==> src/rtl/kwpfr_pkg.sv <==
// Package for the KWP2000 frame receiver: frame status codes, field widths
// and the result beat structure shared by the parser, output stage and top.
// No dependencies.
package kwpfr_pkg;

  // Widths of the line byte and of the body byte counter.
  localparam int ByteW  = 8;
  localparam int CountW = 9;

  // Header constants of the protocol.
  localparam logic [ByteW-1:0] HdrLenFollows = 8'h80;
  localparam logic [ByteW-1:0] HdrZero       = 8'h00;

  // Input command codes.
  localparam logic CmdByte    = 1'b0;
  localparam logic CmdTimeout = 1'b1;

  // Status carried on the closing beat of a frame.
  typedef enum logic [2:0] {
    ST_OK    = 3'd0,
    ST_SUM   = 3'd1,
    ST_ZERO  = 3'd2,
    ST_TRUNC = 3'd3,
    ST_FMT   = 3'd4
  } status_t;

  // One result beat.
  typedef struct packed {
    logic [ByteW-1:0] data;
    logic             last;
    status_t          status;
  } result_t;

endpackage

==> src/rtl/kwpfr_parser.sv <==
// Frame parser: holds the header, count and checksum state of the frame in
// progress and works out the result of one beat in a single pass.
// Depends on kwpfr_pkg.
module kwpfr_parser (
  input  logic                        clk,
  input  logic                        rst_n,
  input  logic [kwpfr_pkg::ByteW-1:0] own_address,
  input  logic                        step,
  input  logic                        cmd,
  input  logic [kwpfr_pkg::ByteW-1:0] rx_byte,
  output kwpfr_pkg::result_t          res
);

  typedef enum logic [2:0] {
    PH_IDLE = 3'd0,
    PH_HDR1 = 3'd1,
    PH_HDR2 = 3'd2,
    PH_LEN  = 3'd3,
    PH_BODY = 3'd4
  } phase_t;

  phase_t                         phase_r, phase_nxt;
  logic [kwpfr_pkg::ByteW-1:0]    first_r, first_nxt;
  logic [kwpfr_pkg::ByteW-1:0]    second_r, second_nxt;
  logic [kwpfr_pkg::CountW-1:0]   left_r, left_nxt;
  logic [kwpfr_pkg::ByteW-1:0]    sum_r, sum_nxt;
  logic [kwpfr_pkg::ByteW-1:0]    lastb_r, lastb_nxt;
  logic [kwpfr_pkg::ByteW-1:0]    sum_add;
  logic [kwpfr_pkg::ByteW-1:0]    sum_prev;

  // Running sum with this byte, and the sum of the bytes before the latest one.
  assign sum_add  = sum_r + rx_byte;
  assign sum_prev = sum_r - lastb_r;

  // Next state and result of the current beat.
  always_comb begin
    logic              close;
    logic              absorb;
    kwpfr_pkg::status_t st;
    close      = 1'b0;
    absorb     = 1'b0;
    st         = kwpfr_pkg::ST_OK;
    phase_nxt  = phase_r;
    first_nxt  = first_r;
    second_nxt = second_r;
    left_nxt   = left_r;
    sum_nxt    = sum_r;
    lastb_nxt  = lastb_r;
    res.data   = rx_byte;

    if (cmd == kwpfr_pkg::CmdTimeout) begin
      // A timeout closes the frame; the latest byte is taken as the checksum.
      res.data = '0;
      close    = 1'b1;
      if (phase_r == PH_IDLE || sum_prev == lastb_r) begin
        st = kwpfr_pkg::ST_TRUNC;
      end else begin
        st = kwpfr_pkg::ST_SUM;
      end
    end else begin
      case (phase_r)
        PH_IDLE: begin
          first_nxt = rx_byte;
          sum_nxt   = rx_byte;
          lastb_nxt = rx_byte;
          phase_nxt = PH_HDR1;
        end
        PH_HDR1: begin
          second_nxt = rx_byte;
          absorb     = 1'b1;
          phase_nxt  = PH_HDR2;
        end
        PH_HDR2: begin
          if (second_r == own_address) begin
            if (first_r == kwpfr_pkg::HdrLenFollows) begin
              phase_nxt = PH_LEN;
              absorb    = 1'b1;
            end else if (first_r > kwpfr_pkg::HdrLenFollows) begin
              left_nxt  = {1'b0, first_r} - {1'b0, kwpfr_pkg::HdrLenFollows}
                          + kwpfr_pkg::CountW'(1);
              phase_nxt = PH_BODY;
              absorb    = 1'b1;
            end else begin
              // Own address with a short-form byte below 0x80 is malformed.
              close = 1'b1;
              st    = kwpfr_pkg::ST_FMT;
            end
          end else if (first_r == kwpfr_pkg::HdrZero) begin
            if (second_r == kwpfr_pkg::HdrZero) begin
              close = 1'b1;
              st    = kwpfr_pkg::ST_ZERO;
            end else begin
              left_nxt  = {1'b0, second_r};
              phase_nxt = PH_BODY;
              absorb    = 1'b1;
            end
          end else if (first_r == kwpfr_pkg::ByteW'(1)) begin
            // No body: this header byte is already the checksum.
            close = 1'b1;
            st    = (sum_r == rx_byte) ? kwpfr_pkg::ST_OK : kwpfr_pkg::ST_SUM;
          end else begin
            left_nxt  = {1'b0, first_r} - kwpfr_pkg::CountW'(1);
            phase_nxt = PH_BODY;
            absorb    = 1'b1;
          end
        end
        PH_LEN: begin
          if (rx_byte == kwpfr_pkg::HdrZero) begin
            close = 1'b1;
            st    = kwpfr_pkg::ST_ZERO;
          end else begin
            left_nxt  = {1'b0, rx_byte} + kwpfr_pkg::CountW'(1);
            phase_nxt = PH_BODY;
            absorb    = 1'b1;
          end
        end
        PH_BODY: begin
          if (left_r <= kwpfr_pkg::CountW'(1)) begin
            close = 1'b1;
            st    = (sum_r == rx_byte) ? kwpfr_pkg::ST_OK : kwpfr_pkg::ST_SUM;
          end else begin
            left_nxt = left_r - kwpfr_pkg::CountW'(1);
            absorb   = 1'b1;
          end
        end
        default: begin
          close = 1'b1;
          st    = kwpfr_pkg::ST_FMT;
        end
      endcase
    end

    // Fold the byte into the checksum.
    if (absorb) begin
      sum_nxt   = sum_add;
      lastb_nxt = rx_byte;
    end

    // A closing beat returns the receiver to idle.
    if (close) begin
      phase_nxt  = PH_IDLE;
      first_nxt  = '0;
      second_nxt = '0;
      left_nxt   = '0;
      sum_nxt    = '0;
      lastb_nxt  = '0;
    end

    res.last   = close;
    res.status = st;
  end

  // Frame state, updated as each beat passes to the output stage.
  always_ff @(posedge clk) begin
    if (!rst_n) begin
      phase_r  <= PH_IDLE;
      first_r  <= '0;
      second_r <= '0;
      left_r   <= '0;
      sum_r    <= '0;
      lastb_r  <= '0;
    end else if (step) begin
      phase_r  <= phase_nxt;
      first_r  <= first_nxt;
      second_r <= second_nxt;
      left_r   <= left_nxt;
      sum_r    <= sum_nxt;
      lastb_r  <= lastb_nxt;
    end
  end

endmodule

==> src/rtl/kwpfr_out_stage.sv <==
// Output register of the frame receiver: holds one result beat until the
// downstream side takes it. Depends on kwpfr_pkg.
module kwpfr_out_stage (
  input  logic                        clk,
  input  logic                        rst_n,
  input  logic                        load,
  input  kwpfr_pkg::result_t          res,
  output logic                        can_load,
  output logic                        out_tvalid,
  input  logic                        out_tready,
  output logic [kwpfr_pkg::ByteW-1:0] out_tdata,
  output logic                        out_tlast,
  output logic [2:0]                  out_tuser
);

  logic               valid_r;
  kwpfr_pkg::result_t res_r;

  // The register takes a new beat when empty or when its beat leaves now.
  assign can_load = !valid_r || out_tready;

  always_ff @(posedge clk) begin
    if (!rst_n) begin
      valid_r <= 1'b0;
    end else if (can_load) begin
      valid_r <= load;
    end
  end

  // Payload needs no reset.
  always_ff @(posedge clk) begin
    if (load && can_load) begin
      res_r <= res;
    end
  end

  assign out_tvalid = valid_r;
  assign out_tdata  = res_r.data;
  assign out_tlast  = res_r.last;
  assign out_tuser  = res_r.status;

endmodule

==> src/rtl/kwp_frame_receiver.sv <==
// Top level of the KWP2000 frame receiver: input register, frame parser and
// output register. Depends on kwpfr_pkg, kwpfr_parser and kwpfr_out_stage.
//
//  Channel   Direction  Signals                       Contents
//  in_       slave      tvalid tready tdata tuser     line byte or timeout
//  out_      master     tvalid tready tdata tlast tuser  echoed byte, status
//  cfg_      write      we wdata                      own address
//
// One beat in gives one beat out; a new beat is taken every cycle while the
// output flows. A beat passes the input register, then the parser logic into
// the output register. Parser state (count, checksum) moves with each beat.
// Reset (synchronous, active low) leaves the receiver idle, own address zero.
// A stalled output holds both registers and drops in_tready once both are full.
module kwp_frame_receiver (
  input  logic       clk,
  input  logic       rst_n,
  input  logic       in_tvalid,
  output logic       in_tready,
  input  logic [7:0] in_tdata,   // [7:0] rx_byte
  input  logic [0:0] in_tuser,   // [0] command
  output logic       out_tvalid,
  input  logic       out_tready,
  output logic [7:0] out_tdata,  // [7:0] frame_byte
  output logic       out_tlast,  // frame_last
  output logic [2:0] out_tuser,  // [2:0] frame_status
  input  logic       cfg_we,
  input  logic [7:0] cfg_wdata
);

  logic [kwpfr_pkg::ByteW-1:0] own_address_r;
  logic                        in_valid_r;
  logic                        in_cmd_r;
  logic [kwpfr_pkg::ByteW-1:0] in_byte_r;
  logic                        can_load;
  logic                        step;
  kwpfr_pkg::result_t          res;

  // Own address register.
  always_ff @(posedge clk) begin
    if (!rst_n) begin
      own_address_r <= '0;
    end else if (cfg_we) begin
      own_address_r <= cfg_wdata;
    end
  end

  // A beat moves on when held in the input register and the output has room.
  assign step      = in_valid_r && can_load;
  assign in_tready = !in_valid_r || can_load;

  // Input register.
  always_ff @(posedge clk) begin
    if (!rst_n) begin
      in_valid_r <= 1'b0;
    end else if (in_tready) begin
      in_valid_r <= in_tvalid;
    end
  end

  always_ff @(posedge clk) begin
    if (in_tvalid && in_tready) begin
      in_cmd_r  <= in_tuser[0];
      in_byte_r <= in_tdata;
    end
  end

  kwpfr_parser u_parser (
    .clk         (clk),
    .rst_n       (rst_n),
    .own_address (own_address_r),
    .step        (step),
    .cmd         (in_cmd_r),
    .rx_byte     (in_byte_r),
    .res         (res)
  );

  kwpfr_out_stage u_out (
    .clk        (clk),
    .rst_n      (rst_n),
    .load       (in_valid_r),
    .res        (res),
    .can_load   (can_load),
    .out_tvalid (out_tvalid),
    .out_tready (out_tready),
    .out_tdata  (out_tdata),
    .out_tlast  (out_tlast),
    .out_tuser  (out_tuser)
  );

endmodule

==> config.mk <==
export PLATFORM = sky130hd
export DESIGN_NAME = kwp_frame_receiver
export DESIGN_NICKNAME = d
export VERILOG_FILES = /design/src/rtl/kwpfr_pkg.sv /design/src/rtl/kwpfr_parser.sv /design/src/rtl/kwpfr_out_stage.sv /design/src/rtl/kwp_frame_receiver.sv
export SDC_FILE = /design/constraint.sdc
export NUM_CORES = 1
export LEC_CHECK = 0
export BUFFER_PORTS_ARGS = -buffer_cell sky130_fd_sc_hd__buf_2
export CORE_MARGIN = 1.5
export CORE_UTILIZATION = 65
export DETAILED_ROUTE_END_ITERATION = 7
export GPL_TIMING_DRIVEN = 0
export PLACE_DENSITY_LB_ADDON = 0.1
export REMOVE_ABC_BUFFERS = 1
export SKIP_LAST_GASP = 1
export SYNTH_ARGS = -nofsm -noshare
export SYNTH_HDL_FRONTEND = slang
export SYNTH_SLANG_ARGS = --single-unit
==> constraint.sdc <==
create_clock -name clk -period 6.5 [get_ports clk]
set_input_delay 1.3 -clock clk [delete_from_list [all_inputs] [get_ports clk]]
set_output_delay 1.3 -clock clk [all_outputs]
set_load 0.01 [all_outputs]
==> results of run 1 <==
-- worst reg2reg max path, delay by kind of cell, from the launching register on --
family | cells | cell delay (ps)
AND/OR/NAND/NOR | 4 | 1840
XOR/XNOR | 1 | 110
flip-flops | 1 | 470
AO/OA/AOI/OAI | 2 | 670
-- per-layer routing --
layer	wire [um]	global-route usage	up-vias
met3	771	0.0550	26
met1	5150	0.436	1933
met5	0	0	-
li1	-	-	2017
met4	245	0.124	0
met2	5350	0.474	173
-- stage by stage --
| stage | area, sq um | util | cells |
|---|---|---|---|
| 3_3_place_gp | 4920 | 0.686 | 651 |
| 2_1_floorplan | 4620 | - | 517 |
| 6_report | 5130 | 0.715 | 667 |
| 3_5_place_dp | 4920 | 0.686 | 651 |
| 5_1_grt | 5130 | 0.715 | 667 |
| 4_1_cts | 5130 | 0.715 | 667 |
-- power breakdown --
part	switching, W	internal [W]
clock network	0.000185	0.000187
registers	0.0000267	0.000492
logic	0.000110	0.0000752
total	0.000322	0.000755
-- flip-flops by register name, indices dropped and copies added (netlist names) --
name,count
in_byte_r,8
u_out.out_tlast,1
u_out.out_tdata,8
u_parser.first_r,8
u_parser.second_r,8
u_out.out_tuser,3
u_parser.left_r,9
in_cmd_r,1
u_parser.phase_r,3
in_valid_r,1
u_parser.lastb_r,7
u_parser.sum_r,8
own_address_r,8
u_out.out_tvalid,1
-- how the worst min path moves through the flow --
stage                        start             endpoint  slack (ps)  cells past startpoint
4_1_cts         u_parser.left_r[7]   u_parser.left_r[7]         480                      2
6_report        u_parser.left_r[7]   u_parser.left_r[7]         480                      2
5_1_grt          u_parser.sum_r[4]    u_parser.sum_r[4]         510                      2
3_5_place_dp    u_parser.left_r[7]   u_parser.left_r[7]         470                      2
2_1_floorplan    u_parser.sum_r[0]    u_parser.sum_r[0]         450                      2
3_3_place_gp   u_parser.lastb_r[4]  u_parser.lastb_r[4]         470                      2
-- layout make-up --
| class | count | area [sq um] | area share |
|---|---|---|---|
| clock buffers | 12 | 178 | 0.0346 |
| clock inverters | 4 | 28.8 | 0.00561 |
| inverters | 25 | 93.8 | 0.0183 |
| multi-input cells | 418 | 2840 | 0.553 |
| flip-flops and latches | 74 | 1690 | 0.330 |
| well taps | 99 | 124 | 0.0242 |
| repair buffers | 35 | 175 | 0.0342 |
-- kinds of logic after synthesis --
group,count (synthesis),synth area share
multiplexers,11,0.0231
AND/OR/NAND/NOR,212,0.233
adder cells (fa/ha/maj),24,0.0663
buffers and inverters,60,0.0479
XOR/XNOR,47,0.0865
flip-flops,74,0.356
AO/OA/AOI/OAI,124,0.188
-- layout by cell type (no fill, tap or decap), drive strengths merged, types with 12 or more instances in the layout --
cell type and n:
nand3 36, nand2 60, a21oi 18, buf 35, xor2 26, nor2b 20, edfxtp 21, o21ai 24
nor2 28, clkbuf 12, inv 27, o22ai 16, and3 12, ha 22, a21boi 19, xnor2 21
dfxtp 53
==> results.ini, run 1 <==
[yosys]
yosysUniqueCellTypes = 61
yosys-top-cells-count = 60 x nand2_1, 53 x dfxtp_1, 36 x nand3_1
synthArstFlopShare = 0
synth_edf_count = 21
syn_avg_cell_area_sq_um = 8.62
ys_seq_area_frac = 0.356
synth_ff_type = dfxtp_1
ys_top_cells_by_area = dfxtp_1 22%, edfxtp_1 13%, ha_1 5.8%, xor2_1 4.8%, nand2_1 4.7%
post-synth-top-area-cell = dfxtp_1
yosysMostFrequentCell = nand2_1
synthesis.area_sq_um = 4760
ys_ff_latch = 74
synth_cells = 552
synth_top_area_frac = 0.223
yosys_warnings = 0

[critical_path]
worstPathMaxFanout = 30
r2r_slack_ps = 3290
path_depth = 7
crit_end = u_parser.left_r[6]
cp_cell_sequence = buf_2, nor2b_1, nand2b_1, inv_1, o31ai_2, a22oi_1, nor2b_1
path_delay_family = simple AND/OR/NAND/NOR gates
criticalPathCategory = in -> reg
cp.required_ps = 6790
start_kind = input pin
rr_worst_depth = 7
worst_ep_arrival_time_ps = 3960
critPathMaxStageDelay_ps = 800
r2r_end = u_parser.first_r[4]
cp_common_cell = nor2b_1
crit_start = out_tready
critPathCaptureType = register
crit_path_top_delay_cell = nand2b_1
r2r-start = u_parser.second_r[2]
crit_buf_inv = 2

[hold_path]
hp-class = reg -> reg

[outcome]
status = complete, no violations

[layout]
fin_nets = 609
final_layout_size_suffix_gt1_frac = 0.111
antenna_cells = 0
area_growth_pct = 7.81
fillers = 573

[sta]
fin_ws_ps = 2830
period_share = 0.564
rsz0062_at_grt = no
setup_viol = 0
max_slew_margin = 0.225
hold_viol_final = 0
hold_slack_ps = 480
fin_skew_ps = 12.5
worstMarginPinSlew_ps = 1160
finalSetupTns_ps = 0
fmax_ghz = 0.273
min_period_ps = 3670
slew_viol_final = 0

[drt]
postRouteWirelength_mm = 11.5
drc = 0
num_vias = 4149
wl_per_cell_um = 17.3
via_per_inst = 6.22
dr.pass1.iters = 5
drtAntennaViolNets = 0
drtIter0Drc = 471

[clock_network]
root_buffer = clkbuf_8
cts.sinks = 74
numCtsBuffers = 9
cts.path.max_buffers = 2
post_cts_resized = 0
cts_max_level = 3
cts.clk_slew.worst_paths_ps = 90
cts_tree = built
clk_latency_ps = 350
ctsHoldBuffers = 0
cts_setup_buffers = 0

[global_routing]
grt_pass1_vias = 3739
grt_usage = 0.310
grt_max_degree = 75
antenna_found_initial = 0
grt_pass1_wl_mm = 18.4
grt-ovfl-total = 0

[pwr]
powerDensity_nw_per_um2 = 210
vdd_ir_drop_max_mv = 0.160
leakage_nw = 2.10
fin_total_pwr_w = 0.00108

[die]
die_w_um = 88.6
die_y_um = 88.6
die-area_sq_um = 7840
initial_core_util = 0.663
fp.coreArea_sq_um = 7180
row_count = 31
ios = 36

[place]
pre_cts_ws_ps = 2460
hpwl_mm = 7.91
io_buffers = 35
gp_routability_congestion = 0.901

[run]
drv_cap = 0

No activity file was read; power rests on OpenSTA's default activity.
==> run 2, diff against run 1 <==
Settings changed: ABC_AREA from default to 1, CORE_UTILIZATION 65 to 61.
Clock period 6.5 ns to 3.55 ns, I/O delays scaled along.
==> results.ini, run 2 <==
[outcome]
status = complete, no violations

[clock_network]
numCtsBuffers = 9
cts.clk_slew.worst_paths_ps = 80
clk_latency_ps = 360
ctsHoldBuffers = 0
cts_setup_buffers = 0
root_buffer = clkbuf_8
cts.sinks = 74
cts_tree = built
post_cts_resized = 0
cts_max_level = 3
cts.path.max_buffers = 2

[die]
die-area_sq_um = 8820
row_count = 32
ios = 36
die_w_um = 93.9
die_y_um = 93.9
initial_core_util = 0.643
fp.coreArea_sq_um = 7850

[yosys]
yosys_warnings = 0
synthArstFlopShare = 0
synthesis.area_sq_um = 5040
ys_seq_area_frac = 0.335
synth_top_area_frac = 0.210
syn_avg_cell_area_sq_um = 6.61
yosys-top-cells-count = 197 x nand2_1, 103 x nor2_1, 83 x nand3_1
synth_ff_type = dfxtp_1
post-synth-top-area-cell = dfxtp_1
yosysUniqueCellTypes = 36
yosysMostFrequentCell = nand2_1
ys_top_cells_by_area = dfxtp_1 21%, nand2_1 15%, edfxtp_1 13%, nand3_1 8.2%, nor2_1 7.7%
ys_ff_latch = 74
synth_edf_count = 21
synth_cells = 763

[drt]
dr.pass1.iters = 5
drc = 0
num_vias = 4943
drtAntennaViolNets = 0
via_per_inst = 5.53
wl_per_cell_um = 13.7
drtIter0Drc = 281
postRouteWirelength_mm = 12.3

[sta]
slew_viol_final = 0
setup_viol = 0
min_period_ps = 2670
fmax_ghz = 0.374
fin_skew_ps = 11.7
worstMarginPinSlew_ps = 1160
rsz0062_at_grt = no
hold_viol_final = 0
finalSetupTns_ps = 0
period_share = 0.753
max_slew_margin = 0.230
hold_slack_ps = 480

[layout]
fillers = 729
final_layout_size_suffix_gt1_frac = 0.115
stdcell_count = 894
antenna_cells = 0
area_growth_pct = 6.97
largest_reg_flops = 9
largest_register = u_parser.left_r
fin_util = 0.688
mostFrequentLayoutCells = 197 x nand2_1, 103 x nor2_1, 83 x nand3_1
layout_commonest_cell = nand2_1
final_area_sq_um = 5400
fin_nets = 833

[pwr]
p_sw_w = 0.000871
switching_share = 0.376
p_int_w = 0.00144
clockPowerShare = 0.252
powerDensity_nw_per_um2 = 429
vdd_ir_drop_max_mv = 0.294
seq_power_share = 0.432
combPwrFrac = 0.316
leakage_nw = 2.57

[critical_path]
start_kind = register
crit_path_top_delay_cell = dfxtp_1
path_delay_family = simple AND/OR/NAND/NOR gates
cp.required_ps = 3800
worst_ep_arrival_time_ps = 2920
cp_cell_sequence = inv_1, ha_1, nand2_2, nor2_2, nand2_1, nand2_1, nand2_1, nand3_2, nand2_2, inv_4, nand2_4, nand2_2, inv_2, nor2_1, nor2_1
worstPathMaxFanout = 22
crit_buf_inv = 3
criticalPathCategory = reg -> reg
critPathCaptureType = register
critPathMaxStageDelay_ps = 380

[place]
placed_area_sq_um = 5230
hpwl_mm = 9.24
io_buffers = 35
gp_routability_congestion = 0.926
dp.cells = 878

[global_routing]
antenna_found_initial = 0
grt-ovfl-total = 0
grt_max_degree = 73
grt_pass1_wl_mm = 20.3
grt_usage = 0.297
grt_pass1_vias = 4332

[hold_path]
hp-class = reg -> reg

[run]
drv_cap = 0

-- run 2: cell count changes in the layout (fill, tap and decap cells not counted), sizes merged, moves of 16 or more --
cell    previous run  this run
o22ai             16         0
o21ai             24        40
nand2             60       208
inv               27        92
nand3             36        85
nor2              28       112
a21oi             18        50
a21boi            19         1
nor2b             20         0
-- run 2: path summary, 6_finish.rpt --
path,startpoint,end,slack [ps],cells past startpoint
max,u_parser.first_r[0],u_parser.left_r[4],880,15
min,own_address_r[3],own_address_r[3],480,2
max reg2reg,u_parser.first_r[0],u_parser.left_r[4],880,15
min reg2reg,own_address_r[3],own_address_r[3],480,2
-- run 2: kinds of logic after synthesis --
logic type	synth area share
simple gates	0.373
flops	0.335
compound gates	0.103
buf+inv	0.0910
xor+xnor	0.0347
fa+ha+maj	0.0625
-- run 2: worst min-delay path: stages (launching register included) --
cell and delay, ps:
dfxtp_1 320, inv_1 60, a21oi_1 60
-- run 2: per-layer routing --
metal / global-route usage / share of wire / vias up
met5: 0 / 0 / -
met2: 0.464 / 0.46 / 152
met4: 0.112 / 0.025 / 0
met3: 0.0518 / 0.057 / 25
met1: 0.408 / 0.46 / 2252
li1: - / - / 2514
-- run 2: final cells by class --
type	instances	area (sq um)	share of cell area
Sequential cell	74	1690	0.314
Timing Repair Buffer	35	175	0.0325
Tap cell	102	128	0.0237
Clock inverter	6	40.0	0.00742
Inverter	90	340	0.0631
Multi-Input combinational cell	577	2890	0.536
Clock buffer	10	128	0.0237
-- run 2: power groups by stage --
stage               sequential [W]  clock, W  combinational (W)
finish                    0.000999  0.000584           0.000730
global route               0.00101  0.000631           0.000832
CTS                       0.000998  0.000590           0.000724
detailed placement         0.00102         0           0.000720
global placement           0.00101         0           0.000701
floorplan                  0.00100         0           0.000552
-- run 2: stage by stage --
step	setup slack, ps	power, W
2_1_floorplan	1400	0.00155
3_3_place_gp	962	0.00172
3_5_place_dp	922	0.00174
4_1_cts	887	0.00231
5_1_grt	577	0.00247
6_report	876	0.00231
==> run 3, diff against run 2 <==
Settings changed: CORE_UTILIZATION 61 to 55.
Clock period 3.55 ns to 2.3 ns, I/O delays scaled along.
==> results.ini, run 3 (synthesized netlist as in run 2, its figures left out) <==
[outcome]
status = complete, but fails checks
violations = design-rule violations

[die]
die-area_sq_um = 9750
die_y_um = 98.8
initial_core_util = 0.573
ios = 36
row_count = 34
die_w_um = 98.8
fp.coreArea_sq_um = 8810

[layout]
largest_reg_flops = 9
fin_nets = 843
largest_register = u_parser.left_r
final_layout_size_suffix_gt1_frac = 0.142
layout_commonest_cell = nand2_1
antenna_cells = 0
mostFrequentLayoutCells = 197 x nand2_1, 101 x nor2_1, 83 x nand3_1
area_growth_pct = 10.7
fin_util = 0.634

[drt]
postRouteWirelength_mm = 13.0
num_vias = 4963
dr.pass1.iters = 7
wl_per_cell_um = 14.2
via_per_inst = 5.45
drtAntennaViolNets = 0
drc = 1
drtIter0Drc = 372

[sta]
setup_viol = 0
slew_viol_final = 0
period_share = 0.955
rsz0062_at_grt = yes
fmax_ghz = 0.455
max_slew_margin = 0.227
hold_viol_final = 0
fin_skew_ps = 10.1
worstMarginPinSlew_ps = 1160
min_period_ps = 2200

[clock_network]
cts_tree = built
cts_max_level = 3
clk_latency_ps = 360
cts.clk_slew.worst_paths_ps = 80
root_buffer = clkbuf_8
numCtsBuffers = 9
cts.path.max_buffers = 2
cts.sinks = 74
ctsHoldBuffers = 0

[critical_path]
r2r-start = in_byte_r[0]
r2r_end = u_parser.sum_r[6]
worst_ep_arrival_time_ps = 2400
critPathCaptureType = register
r2r_slack_ps = 100
start_kind = register
crit_start = in_byte_r[0]
crit_end = u_parser.sum_r[6]
cp.required_ps = 2510
rr_worst_depth = 11
criticalPathCategory = reg -> reg
worstPathMaxFanout = 4

[place]
gp_routability_congestion = 0.947
io_buffers = 35
hpwl_mm = 9.34

[run]
drv_cap = 0

[global_routing]
antenna_found_initial = 0
grt_pass1_vias = 4605
grt-ovfl-total = 0
grt_usage = 0.277
grt_max_degree = 73
grt_pass1_wl_mm = 21.6

[pwr]
powerDensity_nw_per_um2 = 684
fin_total_pwr_w = 0.00382
vdd_ir_drop_max_mv = 0.513
leakage_nw = 2.65

[hold_path]
hp-class = in -> reg

[run 3: cell count changes in the layout (fill, tap and decap cells not counted), moves of 2 or more]
cell / before / now
nand2_4: 1 / 3
clkinv_2: 2 / 0
buf_4: 0 / 10
inv_8: 0 / 2
inv_6: 1 / 3
nand2_2: 10 / 8
dfxtp_1: 53 / 47
dfxtp_2: 0 / 5
inv_1: 78 / 75
nor2_2: 6 / 3
nor2_1: 103 / 101
nor2_4: 3 / 8
[run 3: what timing repair did]
action                                 in CTS  in global routing
endpoints found under the hold margin       0                  0
resized for setup                           7                 18
setup endpoints to repair                  42                 36
setup buffers                               5                  5
gates cloned                                0                  0
pin swaps                                   2                  3
[run 3: cell type report]
cell class              instances  area [sq um]
well taps                     108           135
repair buffers                 45           250
clock inverters                 7          82.6
multi-input cells             577          2940
clock buffers                   9           124
inverters                      90           353
flip-flops and latches         74          1700
fillers                       850          3220
[run 3: stage by stage]
| step | setup slack [ps] | setup TNS, ps | cells | area (sq um) | hold WS, ps |
|---|---|---|---|---|---|
| finish | 103 | 0 | 910 | 5580 | 270 |
| global route | -33.7 | -91.8 | 910 | 5580 | 251 |
| CTS | 57.5 | 0 | 905 | 5510 | 254 |
| detailed placement | -405 | -11430 | 884 | 5240 | 469 |
| global placement | -327 | -8910 | 884 | 5240 | 460 |
| floorplan | 155 | 0 | 741 | 4920 | 444 |
[run 3: report_power, final]
group / switching (W) / leakage [nW] / internal (W)
clock: 0.000558 / 0.0988 / 0.000520
combinational: 0.000761 / 1.91 / 0.000436
sequential: 0.000108 / 0.640 / 0.00144
[run 3: metal layers]
| metal | wire length [um] | global-route usage | up-vias | part of all wire |
|---|---|---|---|---|
| met4 | 325 | 0.107 | 0 | 0.025 |
| met1 | 5850 | 0.370 | 2250 | 0.45 |
| met3 | 663 | 0.0440 | 29 | 0.051 |
| met5 | 0 | 0 | - | 0 |
| met2 | 6110 | 0.453 | 158 | 0.47 |
| li1 | - | - | 2526 | - |
[run 3: critical path, stage by stage (launching register included)]
cell,delay (ps)
edfxtp_1,420
buf_4,180
ha_1,230
fa_1,410
nand3_1,100
nand2_1,80
a21oi_1,140
o21ai_0,110
xor2_1,170
nand2_1,70
nand2_1,70
a21oi_1,60
[run 3: how the worst min path moves through the flow]
stage	startpoint	to	depth (start not counted)
6_report	in_tdata[5]	in_byte_r[5]	1
5_1_grt	in_tuser	in_cmd_r	1
4_1_cts	in_tdata[6]	in_byte_r[6]	1
3_5_place_dp	own_address_r[5]	own_address_r[5]	2
3_3_place_gp	own_address_r[0]	own_address_r[0]	2
2_1_floorplan	own_address_r[0]	own_address_r[0]	2
